**config.mk**
```make
export PLATFORM = sky130hd
export DESIGN_NAME = day_of_year_to_month_day
export DESIGN_NICKNAME = d
export VERILOG_FILES = /design/src/rtl/dym_pkg.sv /design/src/rtl/dym_front.sv /design/src/rtl/dym_cell.sv /design/src/rtl/day_of_year_to_month_day.sv
export SDC_FILE = /design/constraint.sdc
export NUM_CORES = 1
export LEC_CHECK = 0
export BUFFER_PORTS_ARGS = -buffer_cell sky130_fd_sc_hd__buf_2
export CORE_MARGIN = 5
export CORE_UTILIZATION = 28
export CTS_BUF_LIST = sky130_fd_sc_hd__clkbuf_2
export CTS_CLUSTER_SIZE = 8
export DETAILED_ROUTE_END_ITERATION = 8
export PLACE_DENSITY_LB_ADDON = 0.12
export SLEW_MARGIN = 20
export SYNTH_ARGS = -nofsm -noshare
export SYNTH_HDL_FRONTEND = slang
export SYNTH_SLANG_ARGS = --single-unit
```
**constraint.sdc**
```tcl
create_clock -name clk_i -period 2.06 [get_ports clk_i]
set_clock_uncertainty 0.1 [all_clocks]
set_input_delay 0.309 -clock clk_i [delete_from_list [all_inputs] [get_ports clk_i]]
set_output_delay 0.309 -clock clk_i [all_outputs]
set_load 0.05 [all_outputs]
```
**src/rtl/dym_pkg.sv**
```systemverilog
package dym_pkg;

  localparam int unsigned YearW   = 14;
  localparam int unsigned DayW    = 9;
  localparam int unsigned MonthW  = 4;
  localparam int unsigned DomW    = 5;
  localparam int unsigned NumMonths = 12;

  // Multiplicative inverse of 25 mod 2^14: y is a multiple of 25 iff
  // (y * inv) mod 2^14 <= floor((2^14 - 1) / 25).
  localparam logic [YearW-1:0] Div25Inv = 14'd7209;
  localparam logic [YearW-1:0] Div25Max = 14'd655;

  localparam logic [DayW-1:0] CommonYearLen = 9'd365;
  localparam logic [DayW-1:0] LeapYearLen   = 9'd366;

  localparam logic [DomW-1:0] FebCommon = 5'd28;
  localparam logic [DomW-1:0] FebLeap   = 5'd29;

  typedef struct packed {
    logic [YearW-1:0] year;
    logic [DayW-1:0]  ordinal_day;
  } dym_in_t;

  typedef struct packed {
    logic [MonthW-1:0] month;
    logic [DomW-1:0]   day_of_month;
    logic              leap;
    logic              bad_day;
  } dym_out_t;

  // Data handed from cell to cell.
  typedef struct packed {
    logic [DayW-1:0]   rem;
    logic [MonthW-1:0] mon;
    logic              done;
    logic              leap;
    logic              bad;
  } dym_stage_t;

  // Length of month idx (0 = January).
  function automatic logic [DomW-1:0] month_len(input logic [MonthW-1:0] idx,
                                                input logic leap);
    logic [DomW-1:0] len;
    case (idx)
      4'd1:    len = leap ? FebLeap : FebCommon;
      4'd3:    len = 5'd30;
      4'd5:    len = 5'd30;
      4'd8:    len = 5'd30;
      4'd10:   len = 5'd30;
      default: len = 5'd31;
    endcase
    return len;
  endfunction

endpackage

```
**src/rtl/dym_front.sv**
```systemverilog
module dym_front
  import dym_pkg::*;
(
  input  logic       clk_i,
  input  logic       rst_ni,
  input  logic       in_valid_i,
  input  dym_in_t    in_data_i,
  input  logic       ready_i,
  output logic       ready_o,
  output logic       out_valid_o,
  output dym_stage_t out_stage_o
);

  logic             valid_q;
  dym_stage_t       stage_q, stage_d;
  logic [YearW-1:0] inv_prod;
  logic             div25, leap;
  logic [DayW-1:0]  year_len;
  logic             bad;

  assign inv_prod = in_data_i.year * Div25Inv;
  assign div25    = (inv_prod <= Div25Max);
  // div by 4 and not 100, or div by 400 (= div by 16 and 25)
  assign leap     = ((in_data_i.year[1:0] == 2'd0) && !div25) ||
                    ((in_data_i.year[3:0] == 4'd0) && div25);
  assign year_len = leap ? LeapYearLen : CommonYearLen;
  assign bad      = (in_data_i.ordinal_day == '0) ||
                    (in_data_i.ordinal_day > year_len);

  always_comb begin
    stage_d.rem  = bad ? '0 : in_data_i.ordinal_day;
    stage_d.mon  = '0;
    stage_d.done = bad;
    stage_d.leap = leap;
    stage_d.bad  = bad;
  end

  assign ready_o = !valid_q || ready_i;

  always_ff @(posedge clk_i or negedge rst_ni) begin
    if (!rst_ni) begin
      valid_q <= 1'b0;
    end else if (ready_o) begin
      valid_q <= in_valid_i;
    end
  end

  always_ff @(posedge clk_i) begin
    if (ready_o && in_valid_i) begin
      stage_q <= stage_d;
    end
  end

  assign out_valid_o = valid_q;
  assign out_stage_o = stage_q;

endmodule

```
**src/rtl/dym_cell.sv**
```systemverilog
module dym_cell
  import dym_pkg::*;
#(
  parameter int unsigned MonthIdx = 0
) (
  input  logic       clk_i,
  input  logic       rst_ni,
  input  logic       in_valid_i,
  input  dym_stage_t in_stage_i,
  input  logic       ready_i,
  output logic       ready_o,
  output logic       out_valid_o,
  output dym_stage_t out_stage_o
);

  localparam logic [MonthW-1:0] MonIdx = MonthW'(MonthIdx);
  localparam logic [MonthW-1:0] MonNum = MonthW'(MonthIdx + 1);

  logic            valid_q;
  dym_stage_t      stage_q, stage_d;
  logic [DayW-1:0] len;

  assign len = {{(DayW-DomW){1'b0}}, month_len(MonIdx, in_stage_i.leap)};

  always_comb begin
    stage_d = in_stage_i;
    if (!in_stage_i.done) begin
      if (in_stage_i.rem > len) begin
        stage_d.rem = in_stage_i.rem - len;
      end else begin
        stage_d.done = 1'b1;
        stage_d.mon  = MonNum;
      end
    end
  end

  assign ready_o = !valid_q || ready_i;

  always_ff @(posedge clk_i or negedge rst_ni) begin
    if (!rst_ni) begin
      valid_q <= 1'b0;
    end else if (ready_o) begin
      valid_q <= in_valid_i;
    end
  end

  always_ff @(posedge clk_i) begin
    if (ready_o && in_valid_i) begin
      stage_q <= stage_d;
    end
  end

  assign out_valid_o = valid_q;
  assign out_stage_o = stage_q;

endmodule

```
**src/rtl/day_of_year_to_month_day.sv**
```systemverilog
// Gregorian ordinal date to month and day of month.
//
// Input channel: in_valid_i / in_stall_o carry one transaction of year and
// ordinal_day. Output channel: out_valid_o / out_stall_i carry month,
// day_of_month, leap and bad_day. A transaction moves on a rising edge
// with valid high and stall low.
//
// Structure: one front stage (leap decision, range check) followed by a
// row of twelve month cells, one per month; each cell either takes its
// month's length off the remaining day count or marks the date resolved.
// The last cell's register drives the output.
//
// Depth: 13 register stages, the front stage followed by the twelve cells.
// Throughput: one transaction per cycle, sustained while out_stall_i is low.
// Stall: out_stall_i holds the last cell; bubbles in the row are filled
// first, and in_stall_o rises only when every stage holds data.
// Reset empties all stages; no results are pending after reset.
module day_of_year_to_month_day
  import dym_pkg::*;
(
  input  logic     clk_i,
  input  logic     rst_ni,
  input  logic     in_valid_i,
  output logic     in_stall_o,
  input  dym_in_t  in_data_i,
  output logic     out_valid_o,
  input  logic     out_stall_i,
  output dym_out_t out_data_o
);

  logic       vld [NumMonths+1];
  dym_stage_t stg [NumMonths+1];
  logic       rdy [NumMonths+2];

  assign rdy[NumMonths+1] = !out_stall_i;
  assign in_stall_o       = !rdy[0];

  dym_front u_front (
    .clk_i       (clk_i),
    .rst_ni      (rst_ni),
    .in_valid_i  (in_valid_i),
    .in_data_i   (in_data_i),
    .ready_i     (rdy[1]),
    .ready_o     (rdy[0]),
    .out_valid_o (vld[0]),
    .out_stage_o (stg[0])
  );

  for (genvar i = 0; i < NumMonths; i++) begin : g_cell
    dym_cell #(
      .MonthIdx (i)
    ) u_cell (
      .clk_i       (clk_i),
      .rst_ni      (rst_ni),
      .in_valid_i  (vld[i]),
      .in_stage_i  (stg[i]),
      .ready_i     (rdy[i+2]),
      .ready_o     (rdy[i+1]),
      .out_valid_o (vld[i+1]),
      .out_stage_o (stg[i+1])
    );
  end

  assign out_valid_o             = vld[NumMonths];
  assign out_data_o.month        = stg[NumMonths].mon;
  assign out_data_o.day_of_month = stg[NumMonths].rem[DomW-1:0];
  assign out_data_o.leap         = stg[NumMonths].leap;
  assign out_data_o.bad_day      = stg[NumMonths].bad;

endmodule

```
Yosys cells after proc, flatten, opt, wreduce, memory -nomap -nowiden
Cells that the tools add are included.
{ "op_classes": {"addsub": 12, "mul": 1, "order_cmp": 14, "n_mux": 38, "n_reduce_logical": 49} }
{ "op_table": {"columns": ["cell", "count"], "rows": [
  ["$mux W14", 11],
  ["$gt A9 B5 Y1 const B", 11],
  ["$mux W9", 11],
  ["$sub A9 B5 Y9 const B", 10],
  ["$mux W5", 12],
  ["$logic_not A1 Y1", 16],
  ["$logic_and A1 B1 Y1", 15],
  ["$logic_or A1 B1 Y1", 15],
  ["$le A14 B10 Y1 const B", 1],
  ["$mul A14 B13 Y14 const B", 1],
  ["$mux W10", 1],
  ["$gt A9 B5 Y1", 1],
  ["$gt A9 B9 Y1", 1],
  ["$logic_not A9 Y1", 1],
  ["$sub A9 B5 Y9", 1],
  ["$sub A5 B5 Y5 const B", 1],
  ["$logic_not A4 Y1", 1],
  ["$mux W2", 2],
  ["$logic_not A2 Y1", 1],
  ["$mux W1", 1]
]} }
{ "word_totals": {"regBits": 211, "inputBits": 27, "output_inout_bits": 13, "elab_cells": 189} }

Depth between registers and ports, before layout
{ "depth": {"ltp_word": 15, "depth_mapped": 19, "depth_no_buf": 19} }

Modules after synthesis
From an unflattened synthesis, not the netlist that was laid out.
{ "unflattened": {"cells_unflattened": 887, "hier_area_um2": 11748.8} }
{ "by_module_without_submodules": {"columns": ["mod", "n_inst", "cells_each", "area_per_inst_um2", "seq_area_each_um2"], "rows": [
  ["dym_cell at g_cell[11].u_cell ...", 4, 61, 857.1, 505.5],
  ["dym_cell at g_cell[10].u_cell ...", 3, 54, 773.2, 505.5],
  ["dym_front", 1, 178, 1806.7, 355.3],
  ["dym_cell at g_cell[0].u_cell ...", 2, 61, 852.1, 505.5],
  ["dym_cell at g_cell[6].u_cell", 1, 61, 869.6, 505.5],
  ["dym_cell at g_cell[1].u_cell", 1, 65, 838.3, 505.5],
  ["dym_cell at g_cell[3].u_cell", 1, 53, 774.5, 505.5],
  ["day_of_year_to_month_day", 1, 2, 7.5, 0.0]
]} }

Worst setup path after synthesis
No wires, ideal clock.
{ "synth_path": {"path_type": "input port to flip-flop", "start": "in in_data_i[9] in the netlist's numbering", "end": "reg u_front.stage_q (netlist bit u_front.out_stage_o[8]) (data pin)", "setup_ns": 0.273, "arrival_time_ns": 4.314, "required_ns": 1.687, "setup_slack_ns": -2.627, "path_stages": 18, "path_buffers": 0, "path_cell_list": "fa_1 ha_1 ha_1 inv_1 fa_1 fa_1 inv_1 ha_1 nand2b_1 mux2i_1 and4bb_2 a21boi_2 inv_1 ha_1 o21ai_0 a221oi_2 nor2_2 o32ai_1"} }
{ "synth_between": {"elab_chain_cells": 8, "word_cells_on_any_way": 11, "cone_classes": "1 x mul; 2 x order compare; 1 x mux; 7 x reduce/logical"} }
{ "synth_rtl": {"columns": ["element", "line_no", "source"], "rows": [
  ["start: declaration", "day_of_year_to_month_day.sv:25", "input dym_in_t in_data_i,"],
  ["$mul A14 B13 Y14", "dym_front.sv:21", "assign inv_prod = in_data_i.year * Div25Inv;"],
  ["$le A14 B10 Y1", "dym_front.sv:22", "assign div25 = (inv_prod <= Div25Max);"],
  ["$logic_not A1 Y1", "dym_front.sv:24", "assign leap = ((in_data_i.year[1:0] == 2'd0) && !div25) ||"],
  ["$logic_and A1 B1 Y1", "dym_front.sv:24", null],
  ["$logic_or A1 B1 Y1 *", "dym_front.sv:24", null],
  ["via u_front.leap", "dym_front.sv:17", "logic div25, leap;"],
  ["$mux W2 *", "dym_front.sv:26", "assign year_len = leap ? LeapYearLen : CommonYearLen;"],
  ["$gt A9 B9 Y1 *", "dym_front.sv:28", "(in_data_i.ordinal_day > year_len);"],
  ["$logic_or A1 B1 Y1 *", "dym_front.sv:27", "assign bad = (in_data_i.ordinal_day == '0) ||"],
  ["end signal: assignment", "dym_front.sv:50", "stage_q <= stage_d;"],
  ["end: declaration", "dym_front.sv:15", "dym_stage_t stage_q, stage_d;"]
]} }
The timed path passes the listed nets; every way through them passes the cells marked *.
A chain may end at the register's enable or synchronous reset.

Worst setup path in the final report
{ "layout_path": {"start": "in in_data_i[9] in the netlist's numbering", "end": "reg u_front.stage_q (netlist bit u_front.out_stage_o[2]) (data pin)"} }
{ "layout_between": {"elab_chain_cells": 8, "word_cells_on_any_way": 11, "cone_classes": "1 x mul; 2 x order compare; 1 x mux; 7 x reduce/logical"} }
{ "layout_rtl": {"columns": ["element", "line_no", "source"], "rows": [
  ["$mul A14 B13 Y14", "dym_front.sv:21", null],
  ["$le A14 B10 Y1", "dym_front.sv:22", null],
  ["$logic_not A1 Y1", "dym_front.sv:24", null],
  ["$logic_and A1 B1 Y1", "dym_front.sv:24", null],
  ["$logic_or A1 B1 Y1 *", "dym_front.sv:24", null],
  ["via u_front.leap", "dym_front.sv:17", null],
  ["$mux W2 *", "dym_front.sv:26", null],
  ["$gt A9 B9 Y1 *", "dym_front.sv:28", null],
  ["$logic_or A1 B1 Y1 *", "dym_front.sv:27", null],
  ["via u_front.bad", "dym_front.sv:19", "logic bad;"]
]} }
Marks and branches as above.

==> flow_summary.ini <==
[floorplan]
io_pins = 40
dieArea_mm2 = 0.0394
fp-row-count = 69
die_height_um = 199
fp.dieW_um = 199
start_util = 0.282
core-area_mm2 = 0.0353

[placement]
port_buffers = 39
place.gp.congestion = 0.724
dp_hpwl_mm = 13.4

[synth]
async_flop_share = 0.0650
syn_area_mm2 = 0.00996
synth_seq_cells = 200
syn_area_per_cell_um2 = 12.7
synthCells = 787
yosys_warnings = 0
synth_flop_cell = edfxtp_1
synth_fp_nets = 878
ys_types = 48
ys_seq_area_frac = 0.597
synth_edf_count = 187

[detailed_routing]
drt_iter0_drc = 197
post_drt_wl_per_cell_um = 12.4
drc = 0
first_pass_iters = 4
ant_nets = 0
post_drt_via_cell_ratio = 4.25
wirelength_mm = 17.7
vias = 6092

[final_layout]
seqCellArea_mm2 = 0.00594
area_growth_pct = 23.9
n_fill_cell = 3473
utilization = 0.349
layout.nets = 1048
layout_commonest_cell = edfxtp_1
drive_gt1_frac = 0.269
layout_common_cells = edfxtp_1 (187), buf_4 (90), nand2_1 (72), xnor2_1 (56), inv_1 (53)
multi_input_area_mm2 = 0.00411

[timing]
max_freq_mhz = 254
rsz0062_at_grt = true
totalNegativeSetupSlack_ns = -16.76
maxSlewHeadroom = 0.569
period_needed_ns = 3.94
setup_violations = 19
tightest_slew_ns = 0.644
slew_viol_final = 0
setup_ws_ns = -1.88
hold_viol = 0
finalCritPeriodShare = 1.91

[clock_tree]
cts_buffers = 17
cts_tree = done
cts-root-buf = clkbuf_2
clock_path_buffers = 2
insertion_delay_ns = 0.79
cts.sinks = 200
htreeDepth = 4
clkTransAtPathRegs_ns = 0.29

[outcome]
status = complete, but fails checks
violations = setup timing

[global_routing]
overflow = 0
grt_start_max_net_pins = 20
first_global_vias = 6265
grt_usage = 0.0934
grt_pass1_wl_mm = 29.9
antenna_found_initial = 1

[hold_path]
min_path_type = in2reg
hold_path_startpoint = in_valid_i
hold_depth = 3

[worst_setup_path]
cp.required_ns = 2.51
crit_type = in2reg
reg2reg_depth = 9
r2r-start = g_cell[11].u_cell.out_valid_o
start_kind = primary input
crit_fanout = 8
crit_path_start = in_data_i[9]
rrSetupSlack_ns = -0.02
crit_path_end_kind = flop
crit_arrival_ns = 4.39

[power]
p_leak_nw = 4.83
powerDensity_mw_per_mm2 = 989
vdd_drop_max_uv = 681

[job]
drv_cap = 0
-- area by class of cell --
class                      count  share of cell area
timing repair buffer         157               0.102
antenna                        1            0.000203
clock inverter                14              0.0111
clock buffer                  18             0.00731
inverter                      57              0.0177
sequential                   200               0.482
tap                          461              0.0468
multi-input combinational    524               0.333
-- critical path: stages --
cell	delay (ns)
buf_8	0.10
fa_1	0.54
ha_1	0.23
ha_1	0.27
inv_1	0.04
fa_1	0.45
fa_1	0.51
inv_2	0.05
ha_4	0.23
a211o_1	0.22
nand2_1	0.07
o221ai_2	0.08
and4bb_2	0.32
a21boi_2	0.06
inv_1	0.08
ha_2	0.19
o21ai_2	0.06
a221oi_2	0.29
nor2_4	0.11
o22a_1	0.17
-- synth_stat cells, types with 2 or more instances --
master | n | area share
or2_2 | 18 | 0.011
nor2_1 | 53 | 0.020
nand3_1 | 27 | 0.014
o21a_1 | 4 | 0.0030
o32ai_1 | 2 | 0.0018
and3_1 | 10 | 0.0063
nor4_1 | 16 | 0.010
inv_1 | 57 | 0.021
mux2_2 | 6 | 0.0068
a211oi_1 | 4 | 0.0030
fa_1 | 11 | 0.022
xor2_1 | 36 | 0.032
nand4_1 | 17 | 0.011
o21ai_0 | 19 | 0.0096
o21bai_1 | 2 | 0.0015
nand3b_1 | 2 | 0.0015
nor3b_1 | 2 | 0.0015
dfrtp_1 | 13 | 0.033
xnor2_2 | 3 | 0.0049
a21oi_1 | 5 | 0.0025
edfxtp_1 | 187 | 0.56
nor3_1 | 18 | 0.0090
nor2b_1 | 26 | 0.016
a21o_1 | 2 | 0.0015
and2_1 | 14 | 0.0088
xnor3_1 | 3 | 0.0068
nand2b_1 | 18 | 0.011
ha_1 | 53 | 0.067
o22ai_1 | 4 | 0.0025
clkbuf_1 | 7 | 0.0026
nand2_1 | 74 | 0.028
xnor2_1 | 57 | 0.050
o31ai_1 | 2 | 0.0015
-- per-stage QoR --
| step | cell area, um2 | worst slack, ns | power (mW) | hold slack [ns] | std cells |
|---|---|---|---|---|---|
| CTS | 12100 | -1.74 | 12.2 | 0.0488 | 1421 |
| finish | 12300 | -1.88 | 12.2 | 0.190 | 1432 |
| global route | 12300 | -1.92 | 13.1 | 0.0573 | 1432 |
| detailed placement | 11400 | -2.70 | 10.2 | 0.151 | 1357 |
| global placement | 11400 | -2.71 | 10.2 | 0.154 | 1357 |
| floorplan | 10100 | -2.42 | 8.93 | -0.0866 | 787 |
-- timing repair --
action / CTS / global route
cloned: 1 / 1
hold buffers: 17 / 0
resized for setup: 34 / 36
setup buffers: 15 / 10
endpoints found under the hold margin: 52 / 0
endpoints found under the setup margin: 69 / 70
pin swaps: 22 / 18
-- path summary, 6_finish.rpt --
path / to
setup / recovery: u_front.out_stage_o[2]
hold / removal: u_front.out_valid_o
setup reg to reg: u_front.out_stage_o[11]
hold reg to reg: g_cell[7].u_cell.out_stage_o[0]
max in group asynchronous: g_cell[11].u_cell.out_valid_o
min in group asynchronous: g_cell[6].u_cell.out_valid_o
-- cells by family (layout without fill, tap and decap cells) --
kind of cell / after synthesis / in the layout / synth area share
mux: 7 / 7 / 0.00779
compound gates: 53 / 53 / 0.0364
fa+ha+maj: 64 / 64 / 0.0887
flops: 200 / 200 / 0.597
simple gates: 300 / 301 / 0.153
other cells: 0 / 1 / 0
xor+xnor: 99 / 99 / 0.0935
buf+inv: 64 / 246 / 0.0241
-- registers in the layout, summed over array words and instances, names as in the netlist --
name / count
g_cell.u_cell.out_stage_o: 176
u_front.out_valid_o: 1
g_cell.u_cell.out_valid_o: 12
u_front.out_stage_o: 11
-- power breakdown --
group          internal, mW  switching [mW]
Combinational          1.95            2.02
Clock                 0.385            1.45
Sequential             5.81           0.588
-- metal layers --
| metal | routed length, um | vias to the layer above | part of all wire | global-route usage |
|---|---|---|---|---|
| li1 | - | 3125 | - | - |
| met1 | 7620 | 2910 | 0.43 | 0.108 |
| met2 | 9460 | 46 | 0.53 | 0.172 |
| met3 | 391 | 11 | 0.022 | 0.0188 |
| met4 | 224 | 0 | 0.013 | 0.0304 |
| met5 | 0 | - | 0 | 0 |
No activity file was read; power rests on OpenSTA's default activity.
